===== src/hdl/wfrc_pkg.sv =====
// shared types and constants for the wildcard flow rule classifier
package wfrc_pkg;

   localparam logic [1:0] CMD_CHECK    = 2'd0;
   localparam logic [1:0] CMD_REGISTER = 2'd1;
   localparam logic [1:0] CMD_CLEAR    = 2'd2;
   localparam logic [1:0] CMD_SPARE    = 2'd3;

   localparam logic [2:0] ST_ALLOW   = 3'd0;
   localparam logic [2:0] ST_NO_RULE = 3'd1;
   localparam logic [2:0] ST_DENY    = 3'd2;
   localparam logic [2:0] ST_BAD     = 3'd3;
   localparam logic [2:0] ST_WRITTEN = 3'd4;
   localparam logic [2:0] ST_AUTH    = 3'd5;
   localparam logic [2:0] ST_FULL    = 3'd6;
   localparam logic [2:0] ST_CLEARED = 3'd7;

   localparam logic [10:0] SCORE_APP   = 11'd1000;
   localparam logic [10:0] SCORE_PROTO = 11'd100;
   localparam logic [10:0] SCORE_PORT  = 11'd40;
   localparam logic [10:0] SCORE_RTAG  = 11'd20;

   localparam logic [0:0] REG_GUARD = 1'd0;
   localparam logic [0:0] REG_LEVEL = 1'd1;

   typedef struct packed {
      logic [1:0]  command;
      logic [31:0] app_tag;
      logic [7:0]  protocol;
      logic [15:0] peer_port;
      logic [31:0] peer_tag;
      logic        effect;
      logic [1:0]  writer_level;
   } req_type;

   typedef struct packed {
      logic        accepted;
      logic [2:0]  status;
      logic        rule_found;
      logic [5:0]  rule_index;
      logic        match_effect;
      logic [31:0] policy_epoch_out;
      logic [31:0] total_out;
      logic [31:0] allowed_out;
      logic [31:0] denied_out;
      logic [31:0] updates_out;
      logic [31:0] auth_rejects_out;
   } rsp_type;

endpackage


===== src/hdl/wfrc_queue.sv =====
// two-entry queue between the front and back parts
module wfrc_queue (
   input  logic              clock,
   input  logic              reset,
   input  logic              push,
   input  wfrc_pkg::req_type push_data,
   input  logic              pop,
   output logic              not_empty,
   output logic              full,
   output wfrc_pkg::req_type head
);
   wfrc_pkg::req_type mem_ff [2];
   logic       wr_ptr_ff, wr_ptr_in, rd_ptr_ff, rd_ptr_in;
   logic [1:0] count_ff, count_in;

   always_comb begin
      wr_ptr_in = wr_ptr_ff ^ push;
      rd_ptr_in = rd_ptr_ff ^ pop;
      count_in  = count_ff + {1'b0, push} - {1'b0, pop};
   end

   always_ff @(posedge clock) begin
      if (reset) begin
         wr_ptr_ff <= 1'b0;
         rd_ptr_ff <= 1'b0;
         count_ff  <= 2'd0;
      end else begin
         wr_ptr_ff <= wr_ptr_in;
         rd_ptr_ff <= rd_ptr_in;
         count_ff  <= count_in;
      end
   end

   always_ff @(posedge clock) begin
      if (push) begin
         mem_ff[wr_ptr_ff] <= push_data;
      end
   end

   assign not_empty = count_ff != 2'd0;
   assign full      = count_ff == 2'd2;
   assign head      = mem_ff[rd_ptr_ff];
endmodule


===== config.mk =====
export PLATFORM = sky130hd
export DESIGN_NAME = wfrc_queue
export DESIGN_NICKNAME = d
export VERILOG_FILES = /design/src/hdl/wfrc_pkg.sv /design/src/hdl/wfrc_queue.sv
export SDC_FILE = /design/constraint.sdc
export NUM_CORES = 1
export LEC_CHECK = 0
export BUFFER_PORTS_ARGS = -buffer_cell sky130_fd_sc_hd__buf_4
export CAP_MARGIN = 10
export CORE_MARGIN = 4
export CORE_UTILIZATION = 52
export DETAILED_ROUTE_END_ITERATION = 8
export PLACE_DENSITY = 0.89
export SYNTH_ARGS = -nofsm -noshare
export SYNTH_HDL_FRONTEND = slang
export SYNTH_SLANG_ARGS = --single-unit

===== constraint.sdc =====
create_clock -name clock -period 3.8 [get_ports clock]
set_input_delay 0.38 -clock clock [delete_from_list [all_inputs] [get_ports clock]]
set_output_delay 0.38 -clock clock [all_outputs]
set_load 0.02 [all_outputs]

==> results of run 1 <==
==> worst max-delay path: cells and delay by family (launching register included) <==
family	cells	cell delay [ns]
flip-flops	1	1.12
buffers and inverters	1	0.16
multiplexers	1	0.45
==> logic make-up after synthesis <==
group | share of synthesized area
mux | 0.151
xor+xnor | 0.00452
buf+inv | 0.0146
fa+ha+maj | 0.00723
flops | 0.818
simple gates | 0.00434
==> cells in the final DEF (no fill, tap or decap), types with 2 or more instances in the layout <==
cell type                    instances
sky130_fd_sc_hd__ha_4                2
sky130_fd_sc_hd__inv_1               3
sky130_fd_sc_hd__clkinv_1            2
sky130_fd_sc_hd__mux2_2             93
sky130_fd_sc_hd__buf_4             195
sky130_fd_sc_hd__nor2b_1             2
sky130_fd_sc_hd__clkinv_2            2
sky130_fd_sc_hd__dfxtp_1             3
sky130_fd_sc_hd__clkbuf_16          17
sky130_fd_sc_hd__clkinvlp_4          3
sky130_fd_sc_hd__nor2_1              3
sky130_fd_sc_hd__edfxtp_1          186
sky130_fd_sc_hd__ha_1                2
sky130_fd_sc_hd__clkbuf_1            3
sky130_fd_sc_hd__bufinv_16           4
==> final timing paths <==
kind,end,slack [ns],cells past startpoint
min,mem_ff[1][19],0.15,1
max,head[7],1.13,2
min reg2reg,wr_ptr_ff,0.63,3
max reg2reg,mem_ff[0][9],2.09,3
==> registers in the layout, indices dropped and copies added (netlist names) <==
register / count
mem_ff: 186
count_ff: 2
rd_ptr_ff: 1
wr_ptr_ff: 1
==> through the flow <==
step	hold WS, ns	power (uW)	setup slack [ns]	cells
2_1_floorplan	0.447	2920	0.748	308
3_3_place_gp	0.565	3210	1.62	665
3_5_place_dp	0.568	3230	1.61	665
4_1_cts	0.128	5020	1.15	697
5_1_grt	0.121	5170	1.06	697
6_report	0.147	4980	1.13	697
==> layout make-up <==
type	count	share of cell area
clock buffer	20	0.0477
clock inverter	12	0.0185
inverter	3	0.00123
multi-input combinational	105	0.129
sequential	190	0.620
tap	172	0.0235
timing repair buffer	195	0.160
==> power groups by stage <==
stage	sequential (uW)	combinational [uW]	clock, uW
CTS	2520	675	1830
floorplan	2520	398	0
finish	2520	665	1800
global placement	2550	658	0
global route	2530	706	1940
detailed placement	2560	671	0
==> metal layers <==
layer	vias to the layer above	share of wire
met1	1725	0.37
met3	12	0.073
li1	1631	-
met4	0	0.011
met5	-	0
met2	126	0.55
==> out/qor.yml, run 1 <==
routed-via-count: 3494
tightestPinTransition_ns: 1.28
total_switching_power_uw: 1100
placed_cell_area_mm2: 0.00854
die_height_um: 123
global_route.usage.met2: 0.307
min_period_over_period: 0.703
grt_overflow: 0
drt_pre_antenna_iters: 4
clock-sinks: 190
ys_seq_elements: 190
max_clock_freq_ghz: 0.374
core_area_mm2: 0.0128
clkLatencyLatePin_ns: 0.41
finalWorstPathRequiredPeriod_ns: 2.67
placementRows: 41
multiInputGateArea_mm2: 0.00118
hold_start: "push_data[19]"
antenna_found_initial: 0
post_cts_resized: 0
syn_area_mm2: 0.00693
port_buffers: 191
floorplan.die_area_mm2: 0.0152
power.combinational.fraction: 0.134
synth.distinct_cells: 13
power.ir.vdd_worst_mv: 0.367
first_global_vias: 3802
first_pass_grt_wire_length_um: 19400
grtUsageMet3: 0.0554
tritoncts_clock_tree: "yes"
worstSetupEndpointType: "output port"
clock_power_share: 0.362
critical_path_arrival_ns: 2.29
power.density_mw_per_mm2: 545
timing.critical_path.cells: "mux2_2 > buf_4"
finalSetupViolations: 0
post_layout_net_count: 613
synth_warnings: 0
setup_total_negative_slack_ns: 0
cts_inserted_buffers: 17
standby_leakage_power_uw: 0.00342
seq_area_mm2: 0.00567
postLayoutCoreUtil: 0.713
crit_path_start: "rd_ptr_ff"
critical_path.slowest_cell: "sky130_fd_sc_hd__dfxtp_4"
grt_use_met1: 0.194
detail-route-antenna-nets: 0
clk_root_buffer_cell: "sky130_fd_sc_hd__clkbuf_16"
gr-max-usage-layer: "met2"
maximum_number_of_pins_on_one_net_before_global_route_repair: 95
drtIter0Drc: 185
worstSetupPathType: "register to output port"
count_of_flip_flops_with_a_built_in_enable_after_synthesis: 186
synth_to_final_area_change_pct: 32.1
outcome: "finished, final reports clean"
cts.reportedPaths.clkPinSlew_ns: 0.06
post-cts-setup-buffer-count: 0
diodes: 0
max_clock_skew_ns: 0.00355
final_layout_size_suffix_gt1_frac: 0.608
pin_count: 192
min_path_type: "input port to register"
hold_violations: 0
cts-root-to-sink-buffers: 2
post-route-cell-area_mm2: 0.00915
syn-num-nets: 409
drv.max_cap_violation_count: 0
post_synth_inst_count: 308
final_max_slew_viol_count: 0
cts_htree_levels: 4
start_util: 0.540
postSynthAreaPerCell_um2: 22.5
dominantRegCellSynth: "sky130_fd_sc_hd__edfxtp_1"
place_congestion: 0.723
synth.top_cell.area_share: 0.807
detailedPlacementHpwl_um: 8830
detail_route.wl_per_cell_um: 18.7
maxSlewHeadroom: 0.145
aggregate_global_route_resource_usage: 0.173
start_kind: "register"
routed_wl_um: 13000
r2r_start: "wr_ptr_ff"
vias_per_cell: 5.01
critPathMaxFanout: 94
cts_hold_buffers: 0
die-width_um: 123
yosys.area.top_type: "sky130_fd_sc_hd__edfxtp_1"
critical_path.max_stage_delay_ns: 1.12
synth-async-reset-ratio: 0
synth_top_cells_by_count: "186 x sky130_fd_sc_hd__edfxtp_1, 93 x sky130_fd_sc_hd__mux2_2, 6 x sky130_fd_sc_hd__buf_6"
power.switching_fraction: 0.222
post_synth_main_area_contributors: "sky130_fd_sc_hd__edfxtp_1 81%, sky130_fd_sc_hd__mux2_2 15%, sky130_fd_sc_hd__dfxtp_1 1.2%, sky130_fd_sc_hd__buf_6 0.98%, sky130_fd_sc_hd__ha_1 0.72%"
seq_power_share: 0.505
p_int_uw: 3880
seq_area_frac_synth: 0.818
yosysMostFrequentCell: "sky130_fd_sc_hd__edfxtp_1"
rsz_0062_raised_after_global_routing: "no"
drc_errors: 0
timing.critical_path.required_ns: 3.42
layout.filler_cells: 801
(Power assumes the default switching activity.)
==> run 2: changes to the inputs <==
- clock period: 3.8 -> 2.7 ns (I/O delays scaled with it)
==> run 2 against run 1 <==
Effect of this change:
- power up 41%
- via count grew 1.1%
- first-iteration DRC count increased by 1.1%
- global-route usage rose by 0.30 points
- critical path type unchanged
- clock power up 42%
- largest cell class unchanged
- register-to-register slack got worse by 0.83 ns
- die area is the same
==> out/qor.yml, run 2 (synthesis results as in run 1) <==
outcome: "finished, final reports clean"
detail-route-antenna-nets: 0
routed_wl_um: 13000
pre_cts_slack_ns: 0.779
core_area_mm2: 0.0128
largest-register: "mem_ff"
detailedPlacementHpwl_um: 8640
placementRows: 41
final_common_cell: "sky130_fd_sc_hd__buf_4"
power.ir.vdd_worst_mv: 0.436
r2r-end: "mem_ff[0][13]"
routed-via-count: 3532
drv.max_cap_violation_count: 0
maxSlewHeadroom: 0.630
r2r_setup_slack_ns: 1.26
largest_register_ff_count: 186
drt_pre_antenna_iters: 4
start_kind: "register"
crit_path_end: "head[10]"
clkLatencyLatePin_ns: 0.42
aggregate_global_route_resource_usage: 0.176
pin_count: 192
seq_power_share: 0.498
setup_total_negative_slack_ns: 0
post_cts_resized: 0
synth_to_final_area_change_pct: 32.9
antenna_found_initial: 0
critPathMaxFanout: 36
finalWorstPathRequiredPeriod_ns: 2.34
power.switching_fraction: 0.224
reg_top3: "mem_ff: 186 flops, count_ff: 2 flops"
clk_root_buffer_cell: "sky130_fd_sc_hd__clkbuf_16"
grt_overflow: 0
final_layout_size_suffix_gt1_frac: 0.613
post_layout_net_count: 613
standby_leakage_power_uw: 0.00344
worstSetupPathType: "register to output port"
clock_power_share: 0.364
cts.reportedPaths.clkPinSlew_ns: 0.06
max_clock_skew_ns: 0.00634
finalHoldWorstSlack_ns: 0.0281
power.density_mw_per_mm2: 765
crit_path_start: "rd_ptr_ff"
first_global_vias: 3930
post-route-cell-area_mm2: 0.00920
place_congestion: 0.723
grt_use_met1: 0.185
min_period_over_period: 0.866
cts-root-to-sink-buffers: 2
p_int_uw: 5470
hold_violations: 0
tightestPinTransition_ns: 0.555
worstSetupEndpointType: "output port"
placed_cell_area_mm2: 0.00858
grtUsageMet3: 0.0659
power.combinational.fraction: 0.138
gr-max-usage-layer: "met2"
cts_htree_levels: 4
critical_path_arrival_ns: 2.07
die_height_um: 123
port_buffers: 191
diodes: 0
min_path_type: "input port to register"
timing.critical_path.required_ns: 2.43
drc_errors: 0
cts_inserted_buffers: 17
first_pass_grt_wire_length_um: 19700
reg2reg_depth: 3
r2r_start: "wr_ptr_ff"
tritoncts_clock_tree: "yes"
setup_slack_ns: 0.361
floorplan.die_area_mm2: 0.0152
max_clock_freq_ghz: 0.428
vias_per_cell: 5.07
layout_common_cells: "192 x sky130_fd_sc_hd__buf_4, 186 x sky130_fd_sc_hd__edfxtp_1, 93 x sky130_fd_sc_hd__mux2_2"
clock-sinks: 190
maximum_number_of_pins_on_one_net_before_global_route_repair: 94
die-width_um: 123
detail_route.wl_per_cell_um: 18.6
global_route.usage.met2: 0.313
start_util: 0.540
finalSetupViolations: 0
final_max_slew_viol_count: 0
post-cts-setup-buffer-count: 0
cts_hold_buffers: 0
total_switching_power_uw: 1580
rsz_0062_raised_after_global_routing: "no"
drtIter0Drc: 187
[run 2: cell count changes in the layout (fill, tap and decap cells not counted)]
cell	before	now
sky130_fd_sc_hd__clkinv_4	1	3
sky130_fd_sc_hd__clkbuf_1	3	0
sky130_fd_sc_hd__buf_12	0	3
sky130_fd_sc_hd__inv_6	0	1
sky130_fd_sc_hd__buf_4	195	192
[run 2: routing by layer]
layer / vias up / wire length [um]
li1: 1624 / -
met1: 1746 / 4570
met2: 139 / 6980
met3: 23 / 1180
met4: 0 / 275
met5: - / 0
[run 2: cell type report]
| cell class | instances | area [um2] |
|---|---|---|
| inverters | 3 | 11.3 |
| well taps | 172 | 215 |
| repair buffers | 195 | 1500 |
| fillers | 804 | 3620 |
| clock inverters | 15 | 195 |
| clock buffers | 17 | 425 |
| multi-input cells | 105 | 1180 |
| flip-flops and latches | 190 | 5670 |
[run 2: per-stage QoR]
stage / instances / utilization / power, uW
after floorplan: 308 / - / 4100
after global placement: 665 / 0.669 / 4520
after detailed placement: 665 / 0.669 / 4560
after CTS: 697 / 0.717 / 7110
after global routing: 697 / 0.717 / 7330
final: 697 / 0.717 / 7040
[run 2: how the worst min path moves through the flow]
| stage | slack (ns) | depth (start not counted) | start | to |
|---|---|---|---|---|
| after floorplan | 0.34 | 1 | reset | wr_ptr_ff |
| after global placement | 0.45 | 2 | reset | rd_ptr_ff |
| after detailed placement | 0.46 | 2 | reset | rd_ptr_ff |
| after CTS | 0.007 | 2 | reset | rd_ptr_ff |
| after global routing | 0.00006 | 1 | push_data[6] | mem_ff[0][6] |
| final | 0.03 | 2 | reset | rd_ptr_ff |
[run 2: worst max-delay path, cell delays in order, from the launching register on]
cell and delay [ns]:
sky130_fd_sc_hd__dfxtp_4 0.69, sky130_fd_sc_hd__buf_4 0.40, sky130_fd_sc_hd__mux2_2 0.39, sky130_fd_sc_hd__buf_4 0.16
[run 2: power by group through the flow]
stage,Sequential (uW),Combinational [uW],Clock (uW)
detailed placement,3580,981,0
finish,3510,970,2560
global placement,3570,951,0
floorplan,3540,561,0
CTS,3510,986,2610
global route,3530,1030,2770
==> run 3: changes to the inputs <==
- REMOVE_ABC_BUFFERS: not set -> 1
==> run 3 against run 2 <==
Effect of this change:
- die area stayed put
- clock skew is 0.00081 ns lower
- largest power group unchanged
- setup slack better by 0.080 ns
==> out/qor.yml, run 3 (synthesis results as in run 1) <==
first_global_vias: 3733
standby_leakage_power_uw: 0.00341
placementRows: 41
first_pass_grt_wire_length_um: 19400
vias_per_cell: 5.00
aggregate_global_route_resource_usage: 0.174
maximum_number_of_pins_on_one_net_before_global_route_repair: 57
power.density_mw_per_mm2: 749
port_buffers: 191
max_clock_skew_ns: 0.00553
placed_cell_area_mm2: 0.00859
clock-sinks: 190
post-route-cell-area_mm2: 0.00916
layout.filler_cells: 797
drt_pre_antenna_iters: 4
critPathMaxFanout: 31
max_clock_freq_ghz: 0.443
power.ir.vdd_worst_mv: 0.569
min_path_type: "input port to register"
cts-root-to-sink-buffers: 2
diodes: 0
start_kind: "register"
largest-register: "mem_ff"
post_layout_net_count: 614
cts_hold_buffers: 0
detail-route-antenna-nets: 0
hold_violations: 0
detail_route.wl_per_cell_um: 18.7
tritoncts_clock_tree: "yes"
cts_inserted_buffers: 17
pin_count: 192
die-width_um: 123
cts_htree_levels: 4
post_cts_resized: 0
post-cts-setup-buffer-count: 0
clkLatencyLatePin_ns: 0.42
min_period_over_period: 0.836
worstSetupPathType: "register to output port"
tightestPinTransition_ns: 0.567
final_max_slew_viol_count: 0
reg_top3: "mem_ff: 186 flops, count_ff: 2 flops"
grt_overflow: 0
outcome: "finished, final reports clean"
layout_common_cells: "193 x sky130_fd_sc_hd__buf_4, 186 x sky130_fd_sc_hd__edfxtp_1, 93 x sky130_fd_sc_hd__mux2_2"
start_util: 0.540
cts.reportedPaths.clkPinSlew_ns: 0.07
timing.critical_path.required_ns: 2.43
drc_errors: 0
synth_to_final_area_change_pct: 32.3
core_area_mm2: 0.0128
clk_root_buffer_cell: "sky130_fd_sc_hd__clkbuf_16"
finalWorstPathRequiredPeriod_ns: 2.26
drtIter0Drc: 193
final_layout_size_suffix_gt1_frac: 0.614
finalSetupViolations: 0
largest_register_ff_count: 186
antenna_found_initial: 0
floorplan.die_area_mm2: 0.0152
rsz_0062_raised_after_global_routing: "no"
routed-via-count: 3487
routed_wl_um: 13000
place_congestion: 0.760
detailedPlacementHpwl_um: 8960
setup_total_negative_slack_ns: 0
worstSetupEndpointType: "output port"
drv.max_cap_violation_count: 0
maxSlewHeadroom: 0.622
die_height_um: 123
final_common_cell: "sky130_fd_sc_hd__buf_4"
critical_path_arrival_ns: 1.99
[run 3: cell types whose count changed in the layout (fill, tap and decap cells not counted)]
| cell | delta |
|---|---|
| sky130_fd_sc_hd__clkinvlp_4 | +3 |
| sky130_fd_sc_hd__inv_6 | -1 |
| sky130_fd_sc_hd__bufinv_16 | -2 |
| sky130_fd_sc_hd__buf_4 | +1 |
[run 3: final timing paths]
kind | from | to | slack (ns) | cells after the start
worst max-delay path | rd_ptr_ff | head[45] | 0.44 | 3
worst min register to register | wr_ptr_ff | wr_ptr_ff | 0.64 | 3
worst max register to register | wr_ptr_ff | mem_ff[1][5] | 1.06 | 2
worst min-delay path | push_data[2] | mem_ff[1][2] | 0.03 | 1
[run 3: worst max-delay path: stages (launching register included)]
cell	delay (ns)
sky130_fd_sc_hd__dfxtp_4	0.62
sky130_fd_sc_hd__buf_4	0.38
sky130_fd_sc_hd__mux2_2	0.39
sky130_fd_sc_hd__buf_4	0.16
[run 3: per-stage QoR]
step                      total power, uW  utilization  instances  hold WS [ns]  setup slack, ns
after global routing                 7120        0.714        698       0.00703            0.346
final                                6860        0.714        698        0.0345            0.442
after detailed placement             4560        0.670        666         0.458            0.884
after CTS                            6920        0.714        698       0.00760            0.417
after global placement               4530        0.670        666         0.455            0.933
after floorplan                      4090            -        298         0.337           -0.442
[run 3: area by class of cell]
cell class | instances | area, um2 | area share
Clock buffer | 17 | 425 | 0.0464
Inverter | 3 | 11.3 | 0.00123
Timing Repair Buffer | 196 | 1510 | 0.165
Sequential cell | 190 | 5670 | 0.619
Tap cell | 172 | 215 | 0.0235
Multi-Input combinational cell | 105 | 1180 | 0.129
Clock inverter | 15 | 149 | 0.0163
[run 3: where the power goes]
group,switching (uW),internal [uW]
registers,60.3,3440
logic,505,482
clock network,1020,1350
[run 3: routing by layer]
layer,vias up,global-route usage,routed length [um]
li1,1630,-,-
met1,1695,0.193,4770
met2,135,0.294,6900
met3,27,0.0682,1090
met4,0,0.0789,287
met5,-,0,0
